## config.mk

```make
export PLATFORM = sky130hd
export DESIGN_NAME = motor_speed_pid_loop_top_flat
export DESIGN_NICKNAME = d
export VERILOG_FILES = /design/src/hdl/mspid_pkg.sv /design/src/hdl/mspid_sample_if.sv /design/src/hdl/mspid_result_if.sv /design/src/hdl/motor_speed_pid_loop_top.sv /design/src/flat_wrapper.sv
export SDC_FILE = /design/constraint.sdc
export NUM_CORES = 2
export LEC_CHECK = 0
export BUFFER_PORTS_ARGS = -buffer_cell sky130_fd_sc_hd__buf_2
export CAP_MARGIN = 25
export CORE_UTILIZATION = 35
export DETAILED_ROUTE_END_ITERATION = 16
export PLACE_DENSITY_LB_ADDON = 0.08
export SYNTH_ARGS = -nofsm -noshare
export SYNTH_HDL_FRONTEND = slang
export SYNTH_SLANG_ARGS = --single-unit
```

## constraint.sdc

```tcl
create_clock -name clk -period 12.1 [get_ports clk]
set_clock_uncertainty 0.2 [all_clocks]
set_input_delay 0.605 -clock clk [delete_from_list [all_inputs] [get_ports clk]]
set_output_delay 0.605 -clock clk [all_outputs]
set_load 0.01 [all_outputs]
```

## src/hdl/mspid_pkg.sv

```systemverilog
// ----------------------------------------------------------------------------
// mspid_pkg
// Shared widths, register indexes and constants of the motor speed PID loop.
// ----------------------------------------------------------------------------
package mspid_pkg;

  localparam int MEAS_WIDTH  = 16;
  localparam int DRIVE_WIDTH = 10;
  localparam int DUTY_WIDTH  = 8;
  localparam int GAIN_WIDTH  = 8;
  localparam int CFG_WIDTH   = 16;
  localparam int IDX_WIDTH   = 3;
  localparam int ERR_WIDTH   = 18;

  localparam int FULL_SCALE  = 255;
  localparam int DRIVE_MIN   = 5;
  localparam int DRIVE_MAX   = 760;
  // thresholds on the triple-scaled PID sum
  localparam int SUM_LOW     = 3 * DRIVE_MIN;
  localparam int SUM_HIGH    = 3 * DRIVE_MAX;
  // floor(s/3) == (s * 2731) >> 13 for 0 <= s < 2280
  localparam int RECIP3      = 2731;
  localparam int RECIP3_SHIFT = 13;
  localparam int QUOT_WIDTH  = 12;

  localparam logic [GAIN_WIDTH-1:0] TARGET_RESET = 8'd205;
  localparam logic [GAIN_WIDTH-1:0] PROP_RESET   = 8'd7;
  localparam logic [GAIN_WIDTH-1:0] INT_RESET    = 8'd1;
  localparam logic [GAIN_WIDTH-1:0] DERIV_RESET  = 8'd14;
  localparam logic [CFG_WIDTH-1:0]  WINDOW_RESET = 16'd100;

  typedef enum logic [IDX_WIDTH-1:0] {
    REG_TARGET_SETTING = 3'd0,
    REG_PROP_GAIN      = 3'd1,
    REG_INT_GAIN       = 3'd2,
    REG_DERIV_GAIN     = 3'd3,
    REG_WINDOW_TICKS   = 3'd4
  } reg_index_t;

endpackage

```

## src/hdl/mspid_sample_if.sv

```systemverilog
// ----------------------------------------------------------------------------
// mspid_sample_if
// Input channel: one encoder pulse flag and one timer tick flag per item.
// ----------------------------------------------------------------------------
interface mspid_sample_if;
  logic valid;
  logic ready;
  logic pulse;
  logic tick;

  modport source (output valid, output pulse, output tick, input ready);
  modport sink   (input valid, input pulse, input tick, output ready);
endinterface

```

## src/hdl/mspid_result_if.sv

```systemverilog
// ----------------------------------------------------------------------------
// mspid_result_if
// Result channel: pulse total, drive level and duty byte of a closed window.
// ----------------------------------------------------------------------------
interface mspid_result_if;
  logic                                  valid;
  logic                                  ready;
  logic [mspid_pkg::MEAS_WIDTH-1:0]      measured_pulses;
  logic [mspid_pkg::DRIVE_WIDTH-1:0]     drive_level;
  logic [mspid_pkg::DUTY_WIDTH-1:0]      duty_byte;

  modport source (output valid, output measured_pulses, output drive_level,
                  output duty_byte, input ready);
  modport sink   (input valid, input measured_pulses, input drive_level,
                  input duty_byte, output ready);
endinterface

```

## src/hdl/motor_speed_pid_loop_top.sv

```systemverilog
// ----------------------------------------------------------------------------
// motor_speed_pid_loop_top
// Encoder pulse / tick counter with a windowed positional PID in exact
// triple-scaled integer form and a clamped drive output.
// ----------------------------------------------------------------------------
// Throughput: one input item per cycle unless stalled; counted at acceptance.
// Path: a window-closing item is latched at the accepting edge and passes the
//   error, integrate, multiply, add, clamp and divide registers before
//   result.valid rises.
// Stages advance independently, so bubbles collapse under output stalls.
// Reset (rst, synchronous) clears counters and PID state, empties the pipeline
//   and loads the default register values.
module motor_speed_pid_loop_top #(
  parameter int COUNT_WIDTH = 16,
  parameter int SUM_WIDTH   = 32
) (
  input  logic                                 clk,
  input  logic                                 rst,
  input  logic                                 wr_en,
  input  logic [mspid_pkg::IDX_WIDTH-1:0]      wr_index,
  input  logic [mspid_pkg::CFG_WIDTH-1:0]      wr_data,
  mspid_sample_if.sink                         sample,
  mspid_result_if.source                       result
);

  localparam int EW   = mspid_pkg::ERR_WIDTH;
  localparam int DW   = (COUNT_WIDTH + 2 > EW) ? COUNT_WIDTH + 2 : EW;
  localparam int CMPW = (COUNT_WIDTH > mspid_pkg::CFG_WIDTH) ? COUNT_WIDTH
                                                             : mspid_pkg::CFG_WIDTH;
  localparam int GW   = mspid_pkg::GAIN_WIDTH;
  localparam int AW   = SUM_WIDTH + 1;
  localparam int PW   = EW + GW + 1;
  localparam int DPW  = EW + GW + 2;
  localparam int IPW  = SUM_WIDTH + GW + 1;
  localparam int SW   = SUM_WIDTH + GW + 2;
  localparam int MW   = mspid_pkg::MEAS_WIDTH;
  localparam int QW   = mspid_pkg::QUOT_WIDTH;
  localparam int XW   = 2 * QW;
  localparam int RW   = mspid_pkg::DRIVE_WIDTH;

  localparam logic signed [DW-1:0] ERR_HI = DW'(2 ** (EW - 1) - 1);
  localparam logic signed [DW-1:0] ERR_LO = -ERR_HI - DW'(1);

  // configuration
  logic [GW-1:0]                   target_setting;
  logic [GW-1:0]                   prop_gain;
  logic [GW-1:0]                   int_gain;
  logic [GW-1:0]                   deriv_gain;
  logic [mspid_pkg::CFG_WIDTH-1:0] window_ticks;

  always_ff @(posedge clk) begin
    if (rst) begin
      target_setting <= mspid_pkg::TARGET_RESET;
      prop_gain      <= mspid_pkg::PROP_RESET;
      int_gain       <= mspid_pkg::INT_RESET;
      deriv_gain     <= mspid_pkg::DERIV_RESET;
      window_ticks   <= mspid_pkg::WINDOW_RESET;
    end else if (wr_en) begin
      case (mspid_pkg::reg_index_t'(wr_index))
        mspid_pkg::REG_TARGET_SETTING: target_setting <= wr_data[GW-1:0];
        mspid_pkg::REG_PROP_GAIN:      prop_gain      <= wr_data[GW-1:0];
        mspid_pkg::REG_INT_GAIN:       int_gain       <= wr_data[GW-1:0];
        mspid_pkg::REG_DERIV_GAIN:     deriv_gain     <= wr_data[GW-1:0];
        mspid_pkg::REG_WINDOW_TICKS:   window_ticks   <= wr_data;
        default: ;
      endcase
    end
  end

  // stage valids and per-stage ready chain
  logic s1_valid, s2_valid, s3_valid, s4_valid, s5_valid, s6_valid, s7_valid;
  logic s1_ready, s2_ready, s3_ready, s4_ready, s5_ready, s6_ready, s7_ready;

  assign s7_ready = !s7_valid || result.ready;
  assign s6_ready = !s6_valid || s7_ready;
  assign s5_ready = !s5_valid || s6_ready;
  assign s4_ready = !s4_valid || s5_ready;
  assign s3_ready = !s3_valid || s4_ready;
  assign s2_ready = !s2_valid || s3_ready;
  assign s1_ready = !s1_valid || s2_ready;

  assign sample.ready = s1_ready;

  // counters
  logic [COUNT_WIDTH-1:0] pulse_count;
  logic [COUNT_WIDTH-1:0] tick_count;
  logic [COUNT_WIDTH-1:0] pulse_count_next;
  logic [COUNT_WIDTH-1:0] tick_count_inc;
  logic                   accept;
  logic                   close;

  assign accept           = sample.valid && s1_ready;
  assign pulse_count_next = sample.pulse ? pulse_count + COUNT_WIDTH'(1) : pulse_count;
  assign tick_count_inc   = tick_count + COUNT_WIDTH'(1);
  assign close            = sample.tick && (CMPW'(tick_count_inc) > CMPW'(window_ticks));

  // stage 1: latched pulse total
  logic [COUNT_WIDTH-1:0] s1_meas;

  always_ff @(posedge clk) begin
    if (rst) begin
      pulse_count <= '0;
      tick_count  <= '0;
      s1_valid    <= 1'b0;
    end else begin
      if (accept) begin
        if (close) begin
          pulse_count <= '0;
          tick_count  <= '0;
        end else begin
          pulse_count <= pulse_count_next;
          if (sample.tick) begin
            tick_count <= tick_count_inc;
          end
        end
      end
      if (s1_ready) begin
        s1_valid <= accept && close;
      end
    end
  end

  always_ff @(posedge clk) begin
    if (accept && close) begin
      s1_meas <= pulse_count_next;
    end
  end

  // stage 2: scaled error, saturated to the error width
  logic signed [DW-1:0] tgt3;
  logic signed [DW-1:0] diff;
  logic signed [EW-1:0] e3_next;
  logic signed [EW-1:0] s2_e3;
  logic [MW-1:0]        s2_meas;
  logic [31:0]          meas_ext;

  assign tgt3     = DW'(3 * (mspid_pkg::FULL_SCALE - int'(target_setting)));
  assign diff     = tgt3 - $signed(DW'(s1_meas));
  assign meas_ext = 32'(s1_meas);

  always_comb begin
    if (diff > ERR_HI) begin
      e3_next = ERR_HI[EW-1:0];
    end else if (diff < ERR_LO) begin
      e3_next = ERR_LO[EW-1:0];
    end else begin
      e3_next = diff[EW-1:0];
    end
  end

  // stage 3: integral with saturation, derivative difference
  logic signed [SUM_WIDTH-1:0] error_sum;
  logic signed [EW-1:0]        last_scaled_error;
  logic signed [AW-1:0]        sum_wide;
  logic signed [SUM_WIDTH-1:0] error_sum_next;
  logic signed [EW:0]          d3_next;
  logic signed [EW-1:0]        s3_e3;
  logic signed [EW:0]          s3_d3;
  logic signed [SUM_WIDTH-1:0] s3_sum;
  logic [MW-1:0]               s3_meas;

  assign sum_wide = $signed({error_sum[SUM_WIDTH-1], error_sum}) + AW'(s2_e3);
  assign d3_next  = (EW + 1)'(s2_e3) - (EW + 1)'(last_scaled_error);

  always_comb begin
    if (sum_wide[AW-1] != sum_wide[AW-2]) begin
      // overflow: pin to the end of the range on the side of the true sign
      error_sum_next = sum_wide[AW-1] ? {1'b1, {(SUM_WIDTH-1){1'b0}}}
                                      : {1'b0, {(SUM_WIDTH-1){1'b1}}};
    end else begin
      error_sum_next = sum_wide[SUM_WIDTH-1:0];
    end
  end

  // stage 4: gain products
  logic signed [PW-1:0]  s4_pp;
  logic signed [IPW-1:0] s4_ip;
  logic signed [DPW-1:0] s4_dp;
  logic [MW-1:0]         s4_meas;

  // stage 5: PID sum (three times the real output)
  logic signed [SW-1:0]  s5_sum;
  logic [MW-1:0]         s5_meas;

  // stage 6: clamp decision
  logic                  s6_low;
  logic                  s6_high;
  logic [QW-1:0]         s6_part;
  logic [MW-1:0]         s6_meas;

  // stage 7: result register
  logic [XW-1:0]         quot_prod;
  logic [RW-1:0]         drive_next;
  logic [RW-1:0]         s7_drive;
  logic [MW-1:0]         s7_meas;

  assign quot_prod = XW'(s6_part) * XW'(mspid_pkg::RECIP3);

  always_comb begin
    if (s6_low) begin
      drive_next = RW'(mspid_pkg::DRIVE_MIN);
    end else if (s6_high) begin
      drive_next = RW'(mspid_pkg::DRIVE_MAX);
    end else begin
      drive_next = quot_prod[mspid_pkg::RECIP3_SHIFT +: RW];
    end
  end

  always_ff @(posedge clk) begin
    if (rst) begin
      s2_valid          <= 1'b0;
      s3_valid          <= 1'b0;
      s4_valid          <= 1'b0;
      s5_valid          <= 1'b0;
      s6_valid          <= 1'b0;
      s7_valid          <= 1'b0;
      error_sum         <= '0;
      last_scaled_error <= '0;
    end else begin
      if (s2_ready) s2_valid <= s1_valid;
      if (s3_ready) s3_valid <= s2_valid;
      if (s4_ready) s4_valid <= s3_valid;
      if (s5_ready) s5_valid <= s4_valid;
      if (s6_ready) s6_valid <= s5_valid;
      if (s7_ready) s7_valid <= s6_valid;
      // PID state moves once per item, as it enters stage 3
      if (s3_ready && s2_valid) begin
        error_sum         <= error_sum_next;
        last_scaled_error <= s2_e3;
      end
    end
  end

  always_ff @(posedge clk) begin
    if (s2_ready && s1_valid) begin
      s2_e3   <= e3_next;
      s2_meas <= meas_ext[MW-1:0];
    end
    if (s3_ready && s2_valid) begin
      s3_e3   <= s2_e3;
      s3_d3   <= d3_next;
      s3_sum  <= error_sum_next;
      s3_meas <= s2_meas;
    end
    if (s4_ready && s3_valid) begin
      s4_pp   <= PW'($signed({1'b0, prop_gain})) * PW'(s3_e3);
      s4_ip   <= IPW'($signed({1'b0, int_gain})) * IPW'(s3_sum);
      s4_dp   <= DPW'($signed({1'b0, deriv_gain})) * DPW'(s3_d3);
      s4_meas <= s3_meas;
    end
    if (s5_ready && s4_valid) begin
      s5_sum  <= SW'(s4_pp) + SW'(s4_ip) + SW'(s4_dp);
      s5_meas <= s4_meas;
    end
    if (s6_ready && s5_valid) begin
      s6_low  <= s5_sum <= SW'(mspid_pkg::SUM_LOW);
      s6_high <= s5_sum >= SW'(mspid_pkg::SUM_HIGH);
      s6_part <= s5_sum[QW-1:0];
      s6_meas <= s5_meas;
    end
    if (s7_ready && s6_valid) begin
      s7_drive <= drive_next;
      s7_meas  <= s6_meas;
    end
  end

  assign result.valid           = s7_valid;
  assign result.measured_pulses = s7_meas;
  assign result.drive_level     = s7_drive;
  assign result.duty_byte       = 8'(mspid_pkg::FULL_SCALE) - s7_drive[7:0];

endmodule

```

## src/flat_wrapper.sv

```systemverilog
// flat-port wrapper written by rule: the top's interface ports become plain ports
module motor_speed_pid_loop_top_flat 
#(
  parameter int COUNT_WIDTH = 16,
  parameter int SUM_WIDTH   = 32
)
  (clk, rst, wr_en, wr_index, wr_data, sample_valid, sample_pulse, sample_tick, sample_ready, result_valid, result_measured_pulses, result_drive_level, result_duty_byte, result_ready);
  mspid_sample_if sample_i ();
  mspid_result_if result_i ();
  input  logic clk;
  input  logic rst;
  input  logic wr_en;
  input  logic [mspid_pkg::IDX_WIDTH-1:0] wr_index;
  input  logic [mspid_pkg::CFG_WIDTH-1:0] wr_data;
  input wire logic [$bits(sample_i.valid)-1:0] sample_valid;
  input wire logic [$bits(sample_i.pulse)-1:0] sample_pulse;
  input wire logic [$bits(sample_i.tick)-1:0] sample_tick;
  output wire logic [$bits(sample_i.ready)-1:0] sample_ready;
  output wire logic [$bits(result_i.valid)-1:0] result_valid;
  output wire logic [$bits(result_i.measured_pulses)-1:0] result_measured_pulses;
  output wire logic [$bits(result_i.drive_level)-1:0] result_drive_level;
  output wire logic [$bits(result_i.duty_byte)-1:0] result_duty_byte;
  input wire logic [$bits(result_i.ready)-1:0] result_ready;
  assign sample_i.valid = sample_valid;
  assign sample_i.pulse = sample_pulse;
  assign sample_i.tick = sample_tick;
  assign sample_ready = sample_i.ready;
  assign result_valid = result_i.valid;
  assign result_measured_pulses = result_i.measured_pulses;
  assign result_drive_level = result_i.drive_level;
  assign result_duty_byte = result_i.duty_byte;
  assign result_i.ready = result_ready;
  motor_speed_pid_loop_top #(.COUNT_WIDTH(COUNT_WIDTH), .SUM_WIDTH(SUM_WIDTH)) u_core (.clk(clk), .rst(rst), .wr_en(wr_en), .wr_index(wr_index), .wr_data(wr_data), .sample(sample_i), .result(result_i));
endmodule
```

==> metrics <==
status=complete, no violations; Post CTS Setup Buffer Count=0; worst path cell trace=nand2_1 -> fa_1 -> fa_1 -> inv_1 -> fa_1 -> inv_1 -> fa_1 -> inv_1 -> ha_1 -> nand2_1 -> o21ai_0 -> o211ai_1 -> o311ai_0 -> a21o_1 -> a31oi_1 -> o21bai_1 -> xor2_1; post-route ant nets=0; # IOs=62; WP buf/inv=3; final worst slack=5.781 ns; unrepaired setup endpoints after global routing=false; total power per unit cell area=88.65 nW/um2; most instantiated cells after synthesis=815 x inv_1, 523 x fa_1, 473 x nand2_1; complex-gate fraction of the synthesized area=10.30%; clk_lat worst skew=0.69 ns; period utilization=52.22%; root buf cell=clkbuf_16; H-tree depth=2; Global Route Usage Sum=18.08%; CP peak stage delay=between 0.8 and 0.9 ns; Synth async-reset ratio=0%; Setup crit start kind=register; PortBufs=61; CTS Buf Count=59; max cap viols=0; share of cells above drive strength 1=around 5.1%; Clk pin slew, worst setup/hold paths=0.06 ns; CTS Sinks=498; Synth Area in Simple Gates=13.88%; FP Rows=~130; main combinational cell family by area after synthesis=adder cells; Remaining Overflow, GRT=0; synthesized area per cell=approximately 10 um2; Die Width=around 360 um; dpl hpwl=91250 um; total wire length=116300 um; Final Net Count=around 5.5k; count leader, synth=inv_1; Top cell by count, worst path=fa_1; adder-cell share of the synthesized area=33.89%; top cell type's share of synthesized area=23.76%; Hold/Removal Path Class=primary input to register; largest net degree at the start of global routing=96; initial antenna violation count=3; critical path's top delay family=adder cells; initial detailed-routing violation count=1548; post-synthesis mux area share=0.2688%; die area=~130000 um2; max_slew headroom=36.02%; Cell variety after synth=95; core area=129500 um2; Seq/Total Area, Yosys=29.78%; leakage=0.02291 uW; vias=30.72k; vias in the first global route=32.40k; largest cells by area after synthesis=edfxtp_1 24%, fa_1 23%, ha_1 11%; drt drc=0; pre-CTS setup slack=~5.8 ns; Worst-Margin Slew=between 0.9 and 1 ns; Bufs on Longest Clock Path=3; GP Congestion=0.8095; Fmax achieved=between 150 and 200 MHz; Avg Vias per Cell=slightly below 5; setup violators final=0; placed insts=about 6.3k; ys flop type=edfxtp_1; Initial Util=35.23%; #FFs+latches synth=498; Peak supply drop=around 0.16 mV; Slew Viols, Final=0; CP arrival=6.54 ns; Setup CP Type=register to register; die height=363.0 um; placement-stage cell area=47870 um2; Synth area leader=edfxtp_1; CTS tree=yes; EDFF count, synth=361; Cell Count, Final, Fillers Out=roughly 6.4k; Critical-path top delay cell=dfxtp_1; Area Overhead vs Synth=9.920%; Tmin final=6.319 ns; Synth Warn #=0; XOR/XNOR Fraction of Synth Area=4.092%; Mapped Area=45620 um2; WP data required=12.32 ns; wire length per cell=between 15 and 20 um; Gate Count Post-Synth=approximately 4.6k; critical path capture point type=register; final non-filler cell area=about 50000 um2; syn_nets=5512; crit path max fanout=19; final hold vios=0; Setup TNS Final=0 ns; TritonRoute pass-1 iters=7; global-route wire length before repair=185700 um
cell families after synthesis:
family | after synthesis
fa+ha+maj | 922
buf+inv | 938
simple gates | 1266
flops | 498
mux | 12
xor+xnor | 211
compound gates | 717
through the flow:
step | util, % | total power (uW) | hold slack (ns)
floorplan | - | 2350 | 0.2003
global placement | 36.95 | 2548 | 0.2025
detailed placement | 36.97 | 2545 | 0.2045
CTS | 38.69 | 4522 | 0.05605
global route | 38.72 | 4660 | 0.08751
finish | 38.73 | 4445 | 0.08888
tightest hold or removal path, delay by kind of cell:
family / cells / cell delay (ns)
compound gates: 1 / 0.05
buf+inv: 1 / 0.18
simple gates: 1 / 0.08
what timing repair did:
action                                 CTS  global route
hold buffers                             9             0
endpoints found under the hold margin    9             0
gates resized for setup                  0             0
registers in the layout, indices dropped and copies added, names as in the netlist, 18 cells and up:
register	count
u_core.s5_sum	42
u_core.s4_ip	41
u_core.error_sum	32
u_core.s3_sum	32
u_core.s4_dp	28
u_core.s4_pp	27
u_core.s3_d3	19
u_core.last_scaled_error	18
u_core.s2_e3	18
u_core.s3_e3	18
where the power goes:
| group | internal (uW) | leakage (uW) | switching, uW |
|---|---|---|---|
| combinational | 256 | 0.0175 | 392 |
| clock | 1170 | 0.00103 | 772 |
| sequential | 1840 | 0.00438 | 10.7 |
area by class of cell:
type                       count  area, um2
tap                         1742       2180
antenna                        3      7.507
multi-input combinational   3128      28530
sequential                   498      13580
inverter                     815       3065
clock inverter                35      491.7
timing repair buffer          97      645.6
clock buffer                  77       1638
fill                       13060      79340
worst paths after layout:
path	from	endpoint	slack, ns	cells past startpoint
max	u_core.prop_gain[5]$_SDFFE_PP0P_	u_core.s4_pp[25]$_DFFE_PP_	5.78	17
min reg2reg	u_core.s4_meas[10]$_DFFE_PP_	u_core.s5_meas[10]$_DFFE_PP_	0.21	0
min	wr_data[0]	u_core.window_ticks[0]$_SDFFE_PP0P_	0.09	3
max reg2reg	u_core.prop_gain[5]$_SDFFE_PP0P_	u_core.s4_pp[25]$_DFFE_PP_	5.78	17
metal layers:
metal	global-route usage, %	vias to the layer above	routed length (um)
li1	-	15050	-
met1	24.47	15140	54990
met2	30.94	419	55360
met3	1.976	112	3656
met4	4.104	2	2324
met5	0	-	20
placed cells by master, fill, tap and decap left out, drive strengths merged, types with 28 or more instances in the layout:
cell type,count
and2,346
edfxtp,361
a31oi,44
nand4,30
and3,41
buf,88
nor3,50
nor2,155
ha,399
a21o,83
o21ai,154
nand3,52
a21oi,216
o211ai,28
xnor2,147
fa,523
inv,816
nand2,473
dfxtp,137
xor2,64
clkbuf,77
No activity file was read; power rests on OpenSTA's default activity.
